[config.mk]
export PLATFORM = sky130hd
export DESIGN_NAME = aedt_mul
export DESIGN_NICKNAME = d
export VERILOG_FILES = /design/src/rtl/aedt_pkg.sv /design/src/rtl/aedt_mul.sv
export SDC_FILE = /design/constraint.sdc
export NUM_CORES = 2
export LEC_CHECK = 0
export ABC_CLOCK_PERIOD_IN_PS = 10000
export BUFFER_PORTS_ARGS = -buffer_cell sky130_fd_sc_hd__buf_2
export CAP_MARGIN = 0
export CORE_UTILIZATION = 32
export CTS_CLUSTER_DIAMETER = 80
export DETAILED_ROUTE_END_ITERATION = 16
export PLACE_DENSITY = 0.49
export SYNTH_ARGS = -nofsm -noshare
export SYNTH_HDL_FRONTEND = slang
export SYNTH_SLANG_ARGS = --single-unit
[constraint.sdc]
create_clock -name aclk -period 10 [get_ports aclk]
set_input_delay 0.5 -clock aclk [delete_from_list [all_inputs] [get_ports aclk]]
set_output_delay 0.5 -clock aclk [all_outputs]
set_load 0.005 [all_outputs]
[src/rtl/aedt_pkg.sv]
// ----------------------------------------------------------------------------
// aedt_pkg - shared types and constants for the extreme direction tracker
// Field widths, divider sizing, direction tables and the multiplier tag.
// ----------------------------------------------------------------------------
package aedt_pkg;

    // Field and stream widths
    localparam int COORD_W      = 32;
    localparam int NUM_AXES     = 3;
    localparam int NUM_DIR      = 6;
    localparam int DIR_W        = 3;
    localparam int MASK_W       = NUM_DIR;
    localparam int IN_TDATA_W   = 9 * COORD_W;
    localparam int OUT_FIELDS_W = MASK_W + 6 * COORD_W;
    localparam int OUT_TDATA_W  = ((OUT_FIELDS_W + 7) / 8) * 8;
    localparam int OUT_PAD_W    = OUT_TDATA_W - OUT_FIELDS_W;

    // Sum of three coordinates and its divide-by-three
    localparam int SUM_W         = COORD_W + 2;
    localparam int DIV_DIGITS    = 3;
    localparam int DIV_STEP_BITS = 2 * DIV_DIGITS;
    localparam int DIV_STEPS     = 6;
    localparam int DIV_W         = DIV_STEPS * DIV_STEP_BITS;
    localparam int DIV_CNT_W     = 3;

    // Squares, norms and the cross-product accumulator
    localparam int HALF_W = COORD_W;
    localparam int SQ_W   = 2 * COORD_W;
    localparam int NORM_W = 2 * COORD_W;
    localparam int PROD_W = 2 * HALF_W;
    localparam int ACC_W  = 2 * NORM_W + 2;

    // Saturation bounds of an offset
    localparam logic [COORD_W-1:0] SAT_MAX = {1'b0, {(COORD_W-1){1'b1}}};
    localparam logic [COORD_W-1:0] SAT_MIN = {1'b1, {(COORD_W-1){1'b0}}};

    // Configuration register indexes
    localparam int CFG_INDEX_W = 2;
    localparam logic [CFG_INDEX_W-1:0] CFG_CENTER_X = 2'd0;
    localparam logic [CFG_INDEX_W-1:0] CFG_CENTER_Y = 2'd1;
    localparam logic [CFG_INDEX_W-1:0] CFG_CENTER_Z = 2'd2;

    // Axis codes
    localparam logic [1:0] AXIS_X = 2'd0;
    localparam logic [1:0] AXIS_Y = 2'd1;
    localparam logic [1:0] AXIS_Z = 2'd2;

    // Direction codes, in mask bit order
    localparam logic [DIR_W-1:0] DIR_POS_X = 3'd0;
    localparam logic [DIR_W-1:0] DIR_NEG_X = 3'd1;
    localparam logic [DIR_W-1:0] DIR_NEG_Z = 3'd2;
    localparam logic [DIR_W-1:0] DIR_POS_Z = 3'd3;
    localparam logic [DIR_W-1:0] DIR_POS_Y = 3'd4;
    localparam logic [DIR_W-1:0] DIR_NEG_Y = 3'd5;

    // Partial product placement, in 32-bit words
    localparam logic [1:0] SHIFT_W0 = 2'd0;
    localparam logic [1:0] SHIFT_W1 = 2'd1;
    localparam logic [1:0] SHIFT_W2 = 2'd2;

    // Routing of a product leaving the shared multiplier
    typedef struct packed {
        logic       acc_en;
        logic       sq_en;
        logic [1:0] sq_idx;
        logic [1:0] shift;
        logic       sub;
    } mul_tag_t;

    function automatic logic [1:0] dir_axis(input logic [DIR_W-1:0] dir);
        logic [1:0] axis;
        case (dir)
            DIR_POS_X, DIR_NEG_X: axis = AXIS_X;
            DIR_NEG_Z, DIR_POS_Z: axis = AXIS_Z;
            DIR_POS_Y, DIR_NEG_Y: axis = AXIS_Y;
            default:              axis = AXIS_X;
        endcase
        return axis;
    endfunction

    function automatic logic dir_negated(input logic [DIR_W-1:0] dir);
        logic neg;
        case (dir)
            DIR_NEG_X, DIR_NEG_Z, DIR_NEG_Y: neg = 1'b1;
            default:                         neg = 1'b0;
        endcase
        return neg;
    endfunction

endpackage

[src/rtl/aedt_mul.sv]
// ----------------------------------------------------------------------------
// aedt_mul - shared 32x32 unsigned multiplier
// Registered product; the routing tag travels alongside with the same delay.
// ----------------------------------------------------------------------------
module aedt_mul import aedt_pkg::*; (
    input  logic              aclk,
    input  logic              aresetn,
    input  logic [HALF_W-1:0] op_a,
    input  logic [HALF_W-1:0] op_b,
    input  mul_tag_t          tag_in,
    output logic [PROD_W-1:0] product,
    output mul_tag_t          tag_out
);

    logic [PROD_W-1:0] product_reg, product_next;
    mul_tag_t          tag_reg, tag_next;

    assign product_next = PROD_W'(op_a) * PROD_W'(op_b);
    assign tag_next     = tag_in;

    always_ff @(posedge aclk) begin
        if (!aresetn) begin
            tag_reg <= '0;
        end else begin
            tag_reg <= tag_next;
        end
        product_reg <= product_next;
    end

    assign product = product_reg;
    assign tag_out = tag_reg;

endmodule

==> metrics <==
Synth warnings=0; commonest non-fill, non-tap cell in the layout=fa_1; Async S/R FF share, synth=0%; die footprint=110100 sq um; Post-Route Setup TNS=0 ns; Detailed Routing Iterations Pass 1=5; most frequent cells in the layout=fa_1, inv_1, and2_1, nand2_1, ha_1; Post-CTS Setup Repair Bufs=0; HPWL Detailed=82.52 mm; CTS tree=built; Placed Cells=5096; core area=107500 sq um; Unique masters post-synth=65; Slew @ Worst Pin=0.8692 ns; Tot GR Track Use=18.95%; status=finished, final reports clean; number of remaining DRC errors=0; RSZ-0062 raised after global routing=false; sequential fraction of the synthesis area=4.084%; number of global-route vias before repair=26790; Die Wd=331.8 um; Critical Path Sink Type=flip-flop; min-delay src=tag_in[3]; Mapped Cells=3764; kind of critical path=in2reg; row count=120; Clock Tree Root=clkbuf_16; DRT Wirelength=101.4 mm; initial antenna violation count=5; Post-DRT Antenna Nets=0; CTS H-Tree Depth=3; Hold WC Path Type=in2reg; critical path arrival=8.75 ns; met2 wire length=54.74 mm; Buffers on Ports=143; largest net degree at the start of global routing=33; global-route wire length before repair=159.3 mm; Finished Layout Cells=5116; number of CTS-inserted buffers=9; Largest register FFs=64; share of cells above drive strength 1=4.853%; Fillers=11360; Max Clock Freq=0.1182 GHz; Vert. Die Dim=331.8 um; Clock transition at path regs=0.06 ns; final setup fails=0; ys flop type=dfxtp_1; nets=4936; initial DRC count=1244; Layout Area Growth over Synthesis=5.731%; via count=24270; Worst setup SP type=primary input; Hold Crit Depth=2; WL per Instance=19.82 um; period utilisation layout=84.57%; Routed met3 length=2.749 mm; gr ovfl total=0; WL met1=40.63 mm; Worst slew margin=42.05%; Slew Limit Fails=0; Tmin final=8.457 ns; cts repair resizes=0; WP data required=10.29 ns; CP Max Fanout=32; Mapped Area=34800 sq um; Fin. Hold Viols=0; hold buffer count at cts=0; Seq cells post-synth=71; top sig layer=met5; Hold Path End=tag_out[3]; Via density=4.744; Ports=144; clk buf depth=2; clock sink total=71; Avg Cell Area, Syn=9.245 sq um; max cap viols=0; synthesized net count=4996; EDFF count, synth=0; final RePlAce weighted congestion=0.8402; Initial Utilization=32.37%
-- metal layers --
metal	track usage, %	vias up
met4	5.443	6
met3	1.734	116
li1	-	10770
met2	35.46	419
met5	0	-
met1	22.90	12960
-- stage by stage --
step	setup slack [ns]	instance area [sq um]	hold WS [ns]	utilization, %
floorplan	2.677	34800	0.6217	-
global placement	1.356	36490	0.7041	33.94
detailed placement	1.213	36490	0.7108	33.94
CTS	1.579	36780	0.3064	34.22
global route	1.057	36780	0.3228	34.22
finish	1.543	36790	0.3321	34.23
-- cells in the mapped netlist, drive strengths merged (3+ instances only) --
master	count	area, sq um
nand4	22	137.6
and3	16	100.1
and2	608	3804
xnor2	37	324.1
nor3	8	40.04
nand3	9	50.05
a211oi	3	22.52
o21bai	8	60.06
nor2	23	88.84
o31ai	5	56.30
or2	4	25.02
o21ai	29	145.1
o21a	5	37.54
xor2	23	201.4
a221oi	3	32.53
or3	4	25.02
nand2	478	1794
buf	14	72.57
a21boi	3	22.52
a21oi	67	339.1
a31oi	10	75.07
a21o	41	307.8
a221o	6	60.06
clkbuf	210	788.3
dfxtp	71	1421
nor4	4	25.02
inv	861	3232
ha	263	3291
fa	896	17940
a31o	3	26.28
-- worst max-delay path by stage --
stage / end / from
6_report: product[62] / op_a[25]
5_1_grt: product[62] / op_a[25]
3_5_place_dp: product[62] / op_a[25]
4_1_cts: product[62] / op_a[25]
2_1_floorplan: product[62] / op_a[25]
3_3_place_gp: product[62] / op_a[25]
-- kinds of logic after synthesis --
logic type / count (synthesis) / share of synthesized area [%]
fa+ha+maj: 1159 / 61.00
compound gates: 203 / 3.919
simple gates: 1185 / 17.70
xor+xnor: 60 / 1.510
flops: 71 / 4.084
buf+inv: 1085 / 11.76
mux: 1 / 0.02876
-- final cells by class --
cell class                 count  area (sq um)  share of cell area (%)
antenna                        4         10.01                 0.02720
inverter                     861          3232                   8.784
tap                         1403          1755                   4.771
timing repair buffer         153         790.8                   2.149
multi-input combinational   2608         29290                   79.59
clock buffer                  10         229.0                  0.6223
sequential                    71          1421                   3.863
clock inverter                 6         70.07                  0.1904
-- critical path, stage by stage --
cell and delay [ns]:
buf_2 0.65, nand2_1 0.18, fa_1 0.58, inv_1 0.06, fa_1 0.52, inv_1 0.05
fa_1 0.52, inv_1 0.05, fa_1 0.48, fa_1 0.60, fa_1 0.44, fa_1 0.53
inv_1 0.06, fa_1 0.47, inv_1 0.04, ha_1 0.41, nand4_1 0.22, nor4_1 0.47
nor3b_1 0.54, o31ai_1 0.15, buf_4 0.18, o31ai_1 0.45, a211oi_1 0.22, o21ai_1 0.20
xor2_1 0.15
Power is left out: the tool's default activity adds up to more than one toggle a clock period on the data nets, which glitch-free logic cannot reach.
