[src/rtl/aedt_pkg.sv]
// ----------------------------------------------------------------------------
// aedt_pkg - shared types and constants for the extreme direction tracker
// Field widths, divider sizing, direction tables and the multiplier tag.
// ----------------------------------------------------------------------------
package aedt_pkg;

    // Field and stream widths
    localparam int COORD_W      = 32;
    localparam int NUM_AXES     = 3;
    localparam int NUM_DIR      = 6;
    localparam int DIR_W        = 3;
    localparam int MASK_W       = NUM_DIR;
    localparam int IN_TDATA_W   = 9 * COORD_W;
    localparam int OUT_FIELDS_W = MASK_W + 6 * COORD_W;
    localparam int OUT_TDATA_W  = ((OUT_FIELDS_W + 7) / 8) * 8;
    localparam int OUT_PAD_W    = OUT_TDATA_W - OUT_FIELDS_W;

    // Sum of three coordinates and its divide-by-three
    localparam int SUM_W         = COORD_W + 2;
    localparam int DIV_DIGITS    = 3;
    localparam int DIV_STEP_BITS = 2 * DIV_DIGITS;
    localparam int DIV_STEPS     = 6;
    localparam int DIV_W         = DIV_STEPS * DIV_STEP_BITS;
    localparam int DIV_CNT_W     = 3;

    // Squares, norms and the cross-product accumulator
    localparam int HALF_W = COORD_W;
    localparam int SQ_W   = 2 * COORD_W;
    localparam int NORM_W = 2 * COORD_W;
    localparam int PROD_W = 2 * HALF_W;
    localparam int ACC_W  = 2 * NORM_W + 2;

    // Saturation bounds of an offset
    localparam logic [COORD_W-1:0] SAT_MAX = {1'b0, {(COORD_W-1){1'b1}}};
    localparam logic [COORD_W-1:0] SAT_MIN = {1'b1, {(COORD_W-1){1'b0}}};

    // Configuration register indexes
    localparam int CFG_INDEX_W = 2;
    localparam logic [CFG_INDEX_W-1:0] CFG_CENTER_X = 2'd0;
    localparam logic [CFG_INDEX_W-1:0] CFG_CENTER_Y = 2'd1;
    localparam logic [CFG_INDEX_W-1:0] CFG_CENTER_Z = 2'd2;

    // Axis codes
    localparam logic [1:0] AXIS_X = 2'd0;
    localparam logic [1:0] AXIS_Y = 2'd1;
    localparam logic [1:0] AXIS_Z = 2'd2;

    // Direction codes, in mask bit order
    localparam logic [DIR_W-1:0] DIR_POS_X = 3'd0;
    localparam logic [DIR_W-1:0] DIR_NEG_X = 3'd1;
    localparam logic [DIR_W-1:0] DIR_NEG_Z = 3'd2;
    localparam logic [DIR_W-1:0] DIR_POS_Z = 3'd3;
    localparam logic [DIR_W-1:0] DIR_POS_Y = 3'd4;
    localparam logic [DIR_W-1:0] DIR_NEG_Y = 3'd5;

    // Partial product placement, in 32-bit words
    localparam logic [1:0] SHIFT_W0 = 2'd0;
    localparam logic [1:0] SHIFT_W1 = 2'd1;
    localparam logic [1:0] SHIFT_W2 = 2'd2;

    // Routing of a product leaving the shared multiplier
    typedef struct packed {
        logic       acc_en;
        logic       sq_en;
        logic [1:0] sq_idx;
        logic [1:0] shift;
        logic       sub;
    } mul_tag_t;

    function automatic logic [1:0] dir_axis(input logic [DIR_W-1:0] dir);
        logic [1:0] axis;
        case (dir)
            DIR_POS_X, DIR_NEG_X: axis = AXIS_X;
            DIR_NEG_Z, DIR_POS_Z: axis = AXIS_Z;
            DIR_POS_Y, DIR_NEG_Y: axis = AXIS_Y;
            default:              axis = AXIS_X;
        endcase
        return axis;
    endfunction

    function automatic logic dir_negated(input logic [DIR_W-1:0] dir);
        logic neg;
        case (dir)
            DIR_NEG_X, DIR_NEG_Z, DIR_NEG_Y: neg = 1'b1;
            default:                         neg = 1'b0;
        endcase
        return neg;
    endfunction

endpackage

[src/rtl/aedt_div3.sv]
// ----------------------------------------------------------------------------
// aedt_div3 - iterative signed divide by three
// Radix-4 digit recurrence, several digits per cycle, truncates toward zero.
// ----------------------------------------------------------------------------
module aedt_div3 import aedt_pkg::*; (
    input  logic                      aclk,
    input  logic                      aresetn,
    input  logic                      start,
    input  logic signed [SUM_W-1:0]   dividend,
    output logic                      done,
    output logic signed [COORD_W-1:0] quotient
);

    logic                     busy_reg, busy_next;
    logic                     done_reg, done_next;
    logic                     neg_reg, neg_next;
    logic [DIV_CNT_W-1:0]     cnt_reg, cnt_next;
    logic [DIV_W-1:0]         work_reg, work_next;
    logic [1:0]               rem_reg, rem_next;
    logic [SUM_W-1:0]         dividend_mag;
    logic [1:0]               rem_chain [DIV_DIGITS+1];
    logic [3:0]               digit_res [DIV_DIGITS];
    logic [DIV_STEP_BITS-1:0] qbits;
    logic [COORD_W-1:0]       quot_mag;

    // Returns {quotient digit, remainder} of a 4-bit partial dividend
    function automatic logic [3:0] div3_digit(input logic [3:0] r4);
        logic [1:0] q;
        logic [3:0] rem4;
        if (r4 >= 4'd9) begin
            q = 2'd3;
        end else if (r4 >= 4'd6) begin
            q = 2'd2;
        end else if (r4 >= 4'd3) begin
            q = 2'd1;
        end else begin
            q = 2'd0;
        end
        rem4 = r4 - {1'b0, q, 1'b0} - {2'b00, q};
        return {q, rem4[1:0]};
    endfunction

    assign dividend_mag = dividend[SUM_W-1] ? (~dividend + SUM_W'(1)) : dividend;

    always_comb begin
        rem_chain[0] = rem_reg;
        qbits        = '0;
        for (int d = 0; d < DIV_DIGITS; d++) begin
            digit_res[d]     = div3_digit({rem_chain[d], work_reg[DIV_W-1-2*d -: 2]});
            rem_chain[d+1]   = digit_res[d][1:0];
            qbits[DIV_STEP_BITS-1-2*d -: 2] = digit_res[d][3:2];
        end
    end

    always_comb begin
        busy_next = busy_reg;
        done_next = 1'b0;
        neg_next  = neg_reg;
        cnt_next  = cnt_reg;
        work_next = work_reg;
        rem_next  = rem_reg;
        if (start) begin
            busy_next = 1'b1;
            cnt_next  = '0;
            rem_next  = '0;
            neg_next  = dividend[SUM_W-1];
            work_next = DIV_W'(dividend_mag);
        end else if (busy_reg) begin
            // shift out the consumed dividend bits, shift in quotient bits
            work_next = {work_reg[DIV_W-DIV_STEP_BITS-1:0], qbits};
            rem_next  = rem_chain[DIV_DIGITS];
            cnt_next  = cnt_reg + DIV_CNT_W'(1);
            if (cnt_reg == DIV_CNT_W'(DIV_STEPS - 1)) begin
                busy_next = 1'b0;
                done_next = 1'b1;
            end
        end
    end

    always_ff @(posedge aclk) begin
        if (!aresetn) begin
            busy_reg <= 1'b0;
            done_reg <= 1'b0;
            cnt_reg  <= '0;
        end else begin
            busy_reg <= busy_next;
            done_reg <= done_next;
            cnt_reg  <= cnt_next;
        end
        neg_reg  <= neg_next;
        work_reg <= work_next;
        rem_reg  <= rem_next;
    end

    assign quot_mag = work_reg[COORD_W-1:0];
    assign quotient = neg_reg ? signed'(~quot_mag + COORD_W'(1)) : signed'(quot_mag);
    assign done     = done_reg;

endmodule

[config.mk]
export PLATFORM = sky130hd
export DESIGN_NAME = aedt_div3
export DESIGN_NICKNAME = d
export VERILOG_FILES = /design/src/rtl/aedt_pkg.sv /design/src/rtl/aedt_div3.sv
export SDC_FILE = /design/constraint.sdc
export NUM_CORES = 1
export LEC_CHECK = 0
export BUFFER_PORTS_ARGS = -buffer_cell sky130_fd_sc_hd__buf_2
export CAP_MARGIN = 30
export CORE_UTILIZATION = 47
export CTS_BUF_LIST = sky130_fd_sc_hd__clkbuf_8
export DETAILED_ROUTE_END_ITERATION = 8
export GPL_TIMING_DRIVEN = 0
export PLACE_DENSITY_LB_ADDON = 0.1
export SLEW_MARGIN = 40
export SYNTH_ARGS = -nofsm -noshare
export SYNTH_HDL_FRONTEND = slang
export SYNTH_SLANG_ARGS = --single-unit
[constraint.sdc]
create_clock -name aclk -period 10.55 [get_ports aclk]
set_input_delay 0.5275 -clock aclk [delete_from_list [all_inputs] [get_ports aclk]]
set_output_delay 0.5275 -clock aclk [all_outputs]
set_load 0.01 [all_outputs]
==> flow_summary.toml <==
[clocking]
ctsResizeCount = 0
cts_tree = "built"
post-cts-setup-buffer-count = 0
cts_hold_buf = 0
clock-sinks = 44
clk_latency_ns = 0.31
cts-root-buf = "clkbuf_8"
ctsHtreeMaxLevel = 2
path_clk_slew_ns = 0.08
cts_buffers = 5
clockBufferDepth = 2

[routing]
wire_per_inst_um = 16.8
firstDrtPassIters = 5
drt_iter0_drc = 181
drtAntennaViolNets = 0
via_count = 3325
drt-vias-per-instance = 5.72
wl_mm = 9.74
drt_drc_violations_left = 0

[pwr]
power_mw = 0.704
vdd_drop_max_v = 0.0000788
p_per_area_nw_per_um2 = 169
leakage_nw = 1.57

[synth]
synth-edff-count = 35
yosysSeqAreaShare = 0.346
synthArstFlopShare = 0
ys_types = 55
synthCells = 405
yosysWarnings = 0
ys.flop_type = "edfxtp_1"
synth_area_leader_cell = "edfxtp_1"
syn-num-nets = 451
synth.avg_cell_area_um2 = 8.78
yosys-top-cells-count = "nor2_1 (48), edfxtp_1 (35), xnor2_1 (35), a21oi_1 (31), xor2_1 (31)"
ys_ff_latch = 44
synth.cell_area_um2 = 3560
synthTopCellsByArea = "edfxtp_1 (30%), xnor2_1 (8.6%), xor2_1 (7.6%), dfxtp_1 (5.1%), nor2_1 (5.1%)"
synth_top_area_frac = 0.295
yosysMostFrequentCell = "nor2_1"

[placed_design]
dpl.cell_count = 573
port_buffers = 69
routabilityCongestion = 0.929
hpwl_mm = 7.50
dpl-instance-area_um2 = 4030

[finish]
drive_gt1_frac = 0.199
fin_nets = 527
stdcell_count = 581
largest_reg_flops = 36
seqCellArea_um2 = 1230
diodes = 0
stdcell_area_um2 = 4170
multi_input_area_um2 = 2200
utilization = 0.572
fill_cells = 696
areaGrowthSynthToFinish_pct = 17.3

[floorplanning]
core_um2 = 7290
rows = 31
die-area_um2 = 7920
die_h_um = 89.0
die-width_um = 89.0
ios = 70
initial_utilization = 0.488

[setup_path]
cp-start-kind = "register"
rr_worst_depth = 23
cp.required_ns = 10.74
arrival_ns = 5.76
cp-end-kind = "register"
setup.worst_path.class = "reg -> reg"
cp_max_fo = 10

[run_status]
status = "complete, no violations"

[sta]
rsz0062_at_grt = "no"
hold_viol_final = 0
tns_ns = 0
layout_worst_path_cycle_share = 0.527
tightestPinTransition_ns = 0.730
report.final.slew_viol_count = 0
max_freq_mhz = 180
skew_ns = 0.0125
max-slew-margin-rel = 0.509
min_period_ns = 5.56
setup_viol = 0

[global_route]
grt_max_degree = 35
grt_first_pass_wirelength_mm = 14.3
antenna_found_initial = 0
grt_pass1_vias = 2827
overflow = 0
grt_usage = 0.246

[worst_hold_path]
min_path_cells = 1
hold_class = "in -> reg"

[flow_run]
drv_cap = 0
-- per-layer routing --
| metal | vias to the layer above | GRT usage | wire [µm] | share of wire |
|---|---|---|---|---|
| met1 | 1577 | 0.352 | 4630 | 0.47 |
| li1 | 1633 | - | - | - |
| met5 | - | 0 | 0 | 0 |
| met3 | 6 | 0.0416 | 469 | 0.048 |
| met2 | 109 | 0.390 | 4560 | 0.47 |
| met4 | 0 | 0.0592 | 80 | 0.0082 |
-- cell type report --
type | count | area share
plain buffers | 22 | 0.0207
clock buffers | 5 | 0.0165
clock inverters | 3 | 0.0153
inverters | 14 | 0.0126
multi-input cells | 325 | 0.527
flip-flops and latches | 44 | 0.295
well taps | 99 | 0.0297
repair buffers | 69 | 0.0828
-- cell families (layout without fill, tap and decap cells) --
| kind of cell | count (synthesis) | count (layout) | share of synthesized area |
|---|---|---|---|
| DFF | 44 | 44 | 0.346 |
| adders and majority gates | 9 | 9 | 0.0317 |
| muxes | 5 | 5 | 0.0151 |
| xor gates and xnor gates | 66 | 66 | 0.163 |
| buffers and inverters | 36 | 113 | 0.0390 |
| and+or+nand+nor | 135 | 135 | 0.194 |
| AOI/OAI and AO/OA | 110 | 110 | 0.211 |
-- critical path, stage by stage, from the launching register on --
cell	delay, ns
dfxtp_1	0.31
clkbuf_1	0.30
o21a_1	0.18
a31oi_1	0.04
o21ai_0	0.14
ha_1	0.32
nor4bb_1	0.37
a311o_1	0.36
or2_2	0.23
nand2_1	0.06
a211o_1	0.32
ha_1	0.22
clkbuf_1	0.23
xor2_1	0.23
o21ai_0	0.48
ha_1	0.35
inv_1	0.06
ha_1	0.14
nor2_1	0.05
xnor2_1	0.31
nand3b_1	0.21
a2bb2oi_1	0.17
o31ai_1	0.09
or3_1	0.30
-- where the power goes --
part / internal [mW] / switching [mW] / leakage (nW)
registers: 0.219 / 0.0334 / 0.419
clock network: 0.0937 / 0.0591 / 0.0695
logic: 0.128 / 0.170 / 1.08
-- placed cells by master (no fill, tap or decap), types with 3 or more instances in the layout --
cell type / count
nor2b_1: 4
nor3_1: 6
buf_2: 69
or4_1: 8
clkbuf_8: 5
inv_1: 14
edfxtp_1: 35
a21oi_1: 31
clkbuf_1: 16
o41ai_1: 9
nand3_1: 8
xor2_1: 31
nor2_1: 48
dfxtp_1: 9
xnor2_1: 35
o21ai_0: 26
or3_1: 5
nand2_1: 30
nor4_1: 4
a31oi_1: 3
nand2b_1: 4
nand3b_1: 4
a211oi_1: 4
ha_1: 9
o21a_1: 3
buf_1: 5
mux2_2: 3
o31ai_1: 15
-- through the flow --
| step | setup slack [ns] | hold WS (ns) |
|---|---|---|
| floorplan | 6.10 | 0.463 |
| global placement | 5.30 | 0.482 |
| detailed placement | 5.21 | 0.493 |
| CTS | 5.20 | 0.412 |
| global route | 4.68 | 0.410 |
| finish | 4.99 | 0.419 |
-- worst paths after layout --
| kind | slack [ns] | to | startpoint |
|---|---|---|---|
| hold reg to reg | 0.51 | cnt_reg[1] | cnt_reg[1] |
| setup / recovery | 4.99 | rem_reg[1] | work_reg[35] |
| hold / removal | 0.42 | neg_reg | dividend[33] |
| setup reg to reg | 4.99 | rem_reg[1] | work_reg[35] |
No activity file was read; power rests on OpenSTA's default activity.
